**src/rtl/pla_pkg.sv**
```systemverilog
// Shared types, constants and helpers for the paged linear allocator.
package pla_pkg;

  // Pool and field sizes
  localparam int MAX_PAGES   = 256;
  localparam int PAGE_IDX_W  = (MAX_PAGES > 1) ? $clog2(MAX_PAGES) : 1;
  localparam int PAGE_CNT_W  = $clog2(MAX_PAGES + 1);
  localparam int OFFSET_BITS = 24;
  localparam int SIZE_W      = 25;
  localparam int ALIGN_W     = 5;
  localparam int PIDX_OUT_W  = 8;

  localparam logic [SIZE_W-1:0] PAGE_SIZE_RST = SIZE_W'(2097152);

  // Request codes
  localparam logic REQ_ALLOC = 1'b0;
  localparam logic REQ_RESET = 1'b1;

  // Result status codes
  localparam logic [1:0] ST_OK        = 2'd0;
  localparam logic [1:0] ST_TOO_LARGE = 2'd1;
  localparam logic [1:0] ST_NO_PAGE   = 2'd2;

  typedef struct packed {
    logic              req_type;
    logic [SIZE_W-1:0] size_bytes;
    logic [ALIGN_W-1:0] align_log2;
  } pla_req_t;

  typedef struct packed {
    logic [1:0]             status;
    logic [PIDX_OUT_W-1:0]  page_index;
    logic [OFFSET_BITS-1:0] offset;
    logic                   new_page;
  } pla_rsp_t;

  // Round v up to a multiple of 2^lg. Any nonzero value rounded to 2^SIZE_W or more
  // saturates at 2^SIZE_W, which exceeds every legal page size.
  function automatic logic [SIZE_W:0] align_up(input logic [SIZE_W-1:0] v,
                                               input logic [ALIGN_W-1:0] lg);
    logic [SIZE_W-1:0] m;
    logic [SIZE_W:0]   s;
    m = '0;
    s = '0;
    if (lg >= ALIGN_W'(SIZE_W)) begin
      align_up = (v == '0) ? '0 : {1'b1, {SIZE_W{1'b0}}};
    end else begin
      m = (SIZE_W'(1) << lg) - SIZE_W'(1);
      s = {1'b0, v} + {1'b0, m};
      align_up = s & ~{1'b0, m};
    end
  endfunction

endpackage

```
**src/rtl/paged_linear_allocator.sv**
```systemverilog
// Paged linear allocator: bump allocation over a pool of fixed-size pages.
//
//   port group  dir  handshake         payload
//   in_         in   in_valid/in_stall  pla_req_t  (type, size, alignment)
//   out_        out  out_valid/out_stall pla_rsp_t (status, page, offset, new)
//   cfg_        in   cfg_we             page size, 25 bits
//
// One request per cycle while in_stall is low: the align-up adds and the fit
// compare sit between the allocator state and the result register, which takes
// a result unless a result is stalled, when the result goes to the skid register.
// Reset (rst_n low, synchronous) restores a page size of 2 MiB and an empty
// pool. A two-entry output (result register plus skid register) lets one
// more request in while a result is stalled; in_stall rises only when both
// entries are full.
module paged_linear_allocator
  import pla_pkg::*;
(
  input  logic              clk,
  input  logic              rst_n,
  input  logic              in_valid,
  output logic              in_stall,
  input  pla_req_t          in_data,
  output logic              out_valid,
  input  logic              out_stall,
  output pla_rsp_t          out_data,
  input  logic              cfg_we,
  input  logic [SIZE_W-1:0] cfg_wdata
);

  // Allocator state
  logic [SIZE_W-1:0]     page_size_r;
  logic                  page_open_r, page_open_nxt;
  logic [PAGE_IDX_W-1:0] current_page_r, current_page_nxt;
  logic [SIZE_W-1:0]     fill_offset_r, fill_offset_nxt;
  logic [PAGE_CNT_W-1:0] pages_made_r, pages_made_nxt;
  logic [PAGE_CNT_W-1:0] next_reuse_r, next_reuse_nxt;

  // Output buffering
  logic     out_valid_r, skid_valid_r;
  pla_rsp_t out_data_r, skid_data_r;
  pla_rsp_t rsp;

  logic            in_acc, out_take;
  logic [SIZE_W:0] asz, aoff;
  logic [SIZE_W+1:0] fit_end;
  logic            too_large, fits;

  assign in_stall  = skid_valid_r;
  assign out_valid = out_valid_r;
  assign out_data  = out_data_r;
  assign in_acc    = in_valid & ~skid_valid_r;
  assign out_take  = out_valid_r & ~out_stall;

  // Align size and current fill, test against the page
  assign asz       = align_up(in_data.size_bytes, in_data.align_log2);
  assign aoff      = align_up(fill_offset_r, in_data.align_log2);
  assign fit_end   = {1'b0, aoff} + {1'b0, asz};
  assign too_large = (in_data.size_bytes > page_size_r) ||
                     (asz > {1'b0, page_size_r});
  assign fits      = page_open_r && (fit_end <= {2'b00, page_size_r});

  // Compute the result and the next allocator state
  always_comb begin
    rsp              = '0;
    rsp.status       = ST_OK;
    page_open_nxt    = page_open_r;
    current_page_nxt = current_page_r;
    fill_offset_nxt  = fill_offset_r;
    pages_made_nxt   = pages_made_r;
    next_reuse_nxt   = next_reuse_r;
    priority if (in_data.req_type == REQ_RESET) begin
      page_open_nxt    = 1'b0;
      current_page_nxt = '0;
      fill_offset_nxt  = '0;
      next_reuse_nxt   = '0;
    end else if (too_large) begin
      rsp.status = ST_TOO_LARGE;
    end else if (fits) begin
      fill_offset_nxt = fit_end[SIZE_W-1:0];
      rsp.page_index  = PIDX_OUT_W'(current_page_r);
      rsp.offset      = aoff[OFFSET_BITS-1:0];
    end else if (next_reuse_r < pages_made_r) begin
      // reuse a page made before the last reset
      page_open_nxt    = 1'b1;
      current_page_nxt = next_reuse_r[PAGE_IDX_W-1:0];
      fill_offset_nxt  = asz[SIZE_W-1:0];
      next_reuse_nxt   = next_reuse_r + PAGE_CNT_W'(1);
      rsp.page_index   = PIDX_OUT_W'(next_reuse_r[PAGE_IDX_W-1:0]);
      rsp.new_page     = 1'b1;
    end else if (pages_made_r < PAGE_CNT_W'(MAX_PAGES)) begin
      // make a fresh page
      page_open_nxt    = 1'b1;
      current_page_nxt = pages_made_r[PAGE_IDX_W-1:0];
      fill_offset_nxt  = asz[SIZE_W-1:0];
      pages_made_nxt   = pages_made_r + PAGE_CNT_W'(1);
      next_reuse_nxt   = pages_made_r + PAGE_CNT_W'(1);
      rsp.page_index   = PIDX_OUT_W'(pages_made_r[PAGE_IDX_W-1:0]);
      rsp.new_page     = 1'b1;
    end else begin
      rsp.status = ST_NO_PAGE;
    end
  end

  // Update configuration and allocator state
  always_ff @(posedge clk) begin
    if (!rst_n) begin
      page_size_r    <= PAGE_SIZE_RST;
      page_open_r    <= 1'b0;
      current_page_r <= '0;
      fill_offset_r  <= '0;
      pages_made_r   <= '0;
      next_reuse_r   <= '0;
    end else begin
      if (cfg_we) begin
        page_size_r <= cfg_wdata;
      end
      if (in_acc) begin
        page_open_r    <= page_open_nxt;
        current_page_r <= current_page_nxt;
        fill_offset_r  <= fill_offset_nxt;
        pages_made_r   <= pages_made_nxt;
        next_reuse_r   <= next_reuse_nxt;
      end
    end
  end

  // Advance results through the result and skid registers
  always_ff @(posedge clk) begin
    if (!rst_n) begin
      out_valid_r  <= 1'b0;
      skid_valid_r <= 1'b0;
    end else if (!out_valid_r || out_take) begin
      if (skid_valid_r) begin
        out_valid_r  <= 1'b1;
        skid_valid_r <= 1'b0;
      end else begin
        out_valid_r <= in_acc;
      end
    end else if (in_acc) begin
      skid_valid_r <= 1'b1;
    end
  end

  always_ff @(posedge clk) begin
    if (!out_valid_r || out_take) begin
      if (skid_valid_r) begin
        out_data_r <= skid_data_r;
      end else if (in_acc) begin
        out_data_r <= rsp;
      end
    end else if (in_acc) begin
      skid_data_r <= rsp;
    end
  end

`ifndef SYNTHESIS
  a_skid_behind_out: assert property (@(posedge clk) disable iff (!rst_n)
    skid_valid_r |-> out_valid_r)
    else $error("skid entry held without a result in front of it");

  a_reuse_bound: assert property (@(posedge clk) disable iff (!rst_n)
    next_reuse_r <= pages_made_r)
    else $error("reuse pointer passed the number of pages made");

  a_pool_bound: assert property (@(posedge clk) disable iff (!rst_n)
    pages_made_r <= PAGE_CNT_W'(MAX_PAGES))
    else $error("more pages made than the pool holds");

  a_open_page_taken: assert property (@(posedge clk) disable iff (!rst_n)
    page_open_r |-> (PAGE_CNT_W'(current_page_r) < next_reuse_r))
    else $error("open page not among the pages taken since reset");

  a_stall_hold: assert property (@(posedge clk) disable iff (!rst_n)
    (out_valid_r && out_stall) |=> (out_valid_r && $stable(out_data_r)))
    else $error("stalled result changed");
`endif

endmodule

```
**config.mk**
```make
export PLATFORM = sky130hd
export DESIGN_NAME = paged_linear_allocator
export DESIGN_NICKNAME = d
export VERILOG_FILES = /design/src/rtl/pla_pkg.sv /design/src/rtl/paged_linear_allocator.sv
export SDC_FILE = /design/constraint.sdc
export NUM_CORES = 1
export LEC_CHECK = 0
export BUFFER_PORTS_ARGS = -buffer_cell sky130_fd_sc_hd__buf_2
export CORE_MARGIN = 8
export CORE_UTILIZATION = 62
export DETAILED_ROUTE_END_ITERATION = 7
export GPL_TIMING_DRIVEN = 0
export PLACE_DENSITY = 0.82
export SLEW_MARGIN = 20
export SYNTH_ARGS = -nofsm -noshare
export SYNTH_HDL_FRONTEND = slang
export SYNTH_SLANG_ARGS = --single-unit
```
**constraint.sdc**
```tcl
create_clock -name clk -period 9.73 [get_ports clk]
set_clock_uncertainty 0.15 [all_clocks]
set_input_delay 0.973 -clock clk [delete_from_list [all_inputs] [get_ports clk]]
set_output_delay 0.973 -clock clk [all_outputs]
set_load 0.05 [all_outputs]
```
==> results.json <==
{
  "synth_area_leaders": "edfxtp_1, ha_1, dfxtp_1, mux2i_1, nor2_1",
  "fin_total_pwr_uw": 2199,
  "drv_slew": 0,
  "finalCritPeriodShare_pct": 97.42,
  "setup_viol": 0,
  "fmax_mhz": 105.5,
  "mostFrequentLayoutCells": "ha_1, nor2_1, buf_2",
  "end_kind": "flip-flop",
  "use_met2_pct": 47.78,
  "critPathMaxStageDelay_ns": 0.52,
  "syn_area_um2": 12950,
  "seq_power_share_pct": 31.4,
  "dp_cells": 1829,
  "synth.distinct_cells": 90,
  "hp-class": "flip-flop to flip-flop",
  "critPathLaunchType": "input pin",
  "p_int_uw": 1332,
  "hold_end": "current_page_r[1]",
  "switching_share_pct": 39.43,
  "ys_ff_latch": 149,
  "switching_power_uw": 867.2,
  "die_h_um": 160.5,
  "startpoint": "in_data[4]",
  "period_needed_ns": 9.479,
  "cp.arrival_ns": 9.70,
  "track_usage_pct": 30.00,
  "required_ns": 9.95,
  "grt_pass1_vias": 11590,
  "pwr-share-clk_pct": 31.4,
  "vias": 12230,
  "async_reset_ff_share_pct": 0,
  "globalRouteOverflowTotal": 0,
  "gr-usage-met1_pct": 39.63,
  "crit_type": "input pin to flip-flop",
  "gp_congestion": 0.9721,
  "leakage_uw": 0.006394,
  "r2r_cells": 36,
  "peakVddDrop_uv": 123.1,
  "rows": 53,
  "synth_edf_count": 70,
  "hold_viol": 0,
  "syn-num-nets": 1686,
  "ioPinCount": 98,
  "start_util_pct": 62.40,
  "root_buffer": "clkbuf_16",
  "cpMaxStageDelayCell": "or3b_2",
  "min_path_cells": 1,
  "drtAntennaViolNets": 0,
  "area_growth_pct": 13.74,
  "drc": 0,
  "clk-insertion-delay-late_ns": 0.44,
  "ys_seq_area_share_pct": 28.44,
  "drt_iter0_markers": 1228,
  "dieArea_um2": 25770,
  "h-tree-depth": 4,
  "cts_tree": "yes",
  "post-place-ws_ns": -1.670,
  "synth_area_per_cell_um2": 8.878,
  "grt_pass1_wl_um": 62040,
  "reg2reg_to": "current_page_r[2]",
  "via_per_inst": 6.541,
  "nNetsFinal": 1808,
  "min_from": "current_page_r[1]",
  "worstMarginPinSlew_ns": 1.048,
  "diodes": 0,
  "relSlewSlack_pct": 29.37,
  "status": "finished clean",
  "setup_ws_ns": 0.2507,
  "postLayoutCellArea_um2": 14730,
  "r2r-start": "fill_offset_r[0]",
  "r2r_slack_ns": 1.73,
  "top_usage_layer": "met2",
  "clock_sinks": 149,
  "finalNonFillerCells": 1869,
  "grt_max_degree": 29,
  "yosys_warnings": 0,
  "drive_gt1_share_pct": 16.12,
  "post_drt_wl_per_cell_um": 21.32,
  "cp_max_fo": 10,
  "holdWs_ns": 0.3296,
  "synth_top_area_share_pct": 16.23,
  "dr.pass1.iters": 6,
  "io_buffer_count": 92,
  "placed_cell_area_um2": 13830,
  "routed_wl_um": 39850,
  "cts_max_path_buffers": 2,
  "combPwrFrac_pct": 37.2,
  "cts_made_buffers": 17,
  "synth_top_cell_by_area": "edfxtp_1",
  "ys.flop_type": "dfxtp_1",
  "maxCapViolCount": 0,
  "core_area_um2": 20760,
  "die_w_um": 160.5,
  "grt_util_met3_pct": 6.476,
  "power_density_nw_per_um2": 149.3,
  "netlist_instances": 1459,
  "dp_hpwl_um": 31480,
  "antenna_found_initial": 0,
  "clk_pin_slew_ns": 0.08,
  "final_common_cell": "ha_1"
}
-- power groups by stage --
stage	combinational, uW	sequential [uW]	clock (uW)
floorplan	514	737	0
global placement	736	705	0
detailed placement	752	705	0
CTS	769	691	689
global route	882	694	715
finish	818	691	690
-- metrics by stage --
step,util (%),setup TNS (ns)
after global placement,66.28,-161.54
after floorplan,-,0
final,70.97,0
after global routing,70.97,-0.1241
after CTS,70.09,0
after detailed placement,66.62,-147.75
-- critical path, delay by kind of cell --
family / cells / cell delay, ns
compound gates: 21 / 4.03
xor+xnor: 3 / 0.56
fa+ha+maj: 4 / 1.22
buf+inv: 8 / 1.31
simple gates: 7 / 1.57
-- sequential cells by signal, indices dropped and copies added (netlist names), 8 cells and up --
name / flops
pages_made_r: 9
skid_data_r: 35
fill_offset_r: 25
out_data: 35
next_reuse_r: 9
page_size_r: 25
current_page_r: 8
-- synth_stat cells, drive strengths merged (24+ instances only) --
cell       n
clkbuf    29
a21oi     90
mux2i     55
a21o      55
o2bb2ai   34
ha       163
edfxtp    70
nor3      48
nor4      24
o21ai     64
nor2     142
inv       74
xor2      27
nand2     90
dfxtp     79
nand3     33
xnor2     55
nand4     35
buf       25
-- area by class of cell --
cell class                 count  area (um2)
timing repair buffer         104       579.3
fill                        1676        6025
buffer                        53       279.0
sequential                   149        3684
clock buffer                  17       425.4
clock inverter                15       182.7
inverter                      76       285.3
tap                          275       344.1
multi-input combinational   1180        8952
-- how the worst max path moves through the flow --
stage	to	slack [ns]	cells after the start
final	current_page_r[2]	0.25	43
after global placement	fill_offset_r[17]	-1.79	33
after floorplan	current_page_r[4]	0.72	42
after detailed placement	out_data[25]	-1.67	37
after CTS	current_page_r[2]	0.009	43
after global routing	current_page_r[5]	-0.04	44
-- cells by family after synthesis --
logic type	share of synthesized area [%]
buffers and inverters	4.299
and+or+nand+nor	18.65
DFF	28.44
muxes	6.347
AOI/OAI and AO/OA	20.36
xor gates and xnor gates	5.690
adders and majority gates	16.21
-- routing by layer --
| layer | share of wire, % | routed length, um |
|---|---|---|
| met1 | 43 | 17090 |
| met2 | 45 | 17860 |
| met3 | 9.4 | 3761 |
| met4 | 2.9 | 1144 |
| met5 | 0 | 0 |
-- repair_timing --
action,4_1_cts,5_1_grt
endpoints found under the setup margin,120,112
hold buffers,0,0
pin swaps,1,14
resized for setup,26,29
endpoints found under the hold margin,0,0
buffers inserted,1,8
No activity file was read; power rests on OpenSTA's default activity.
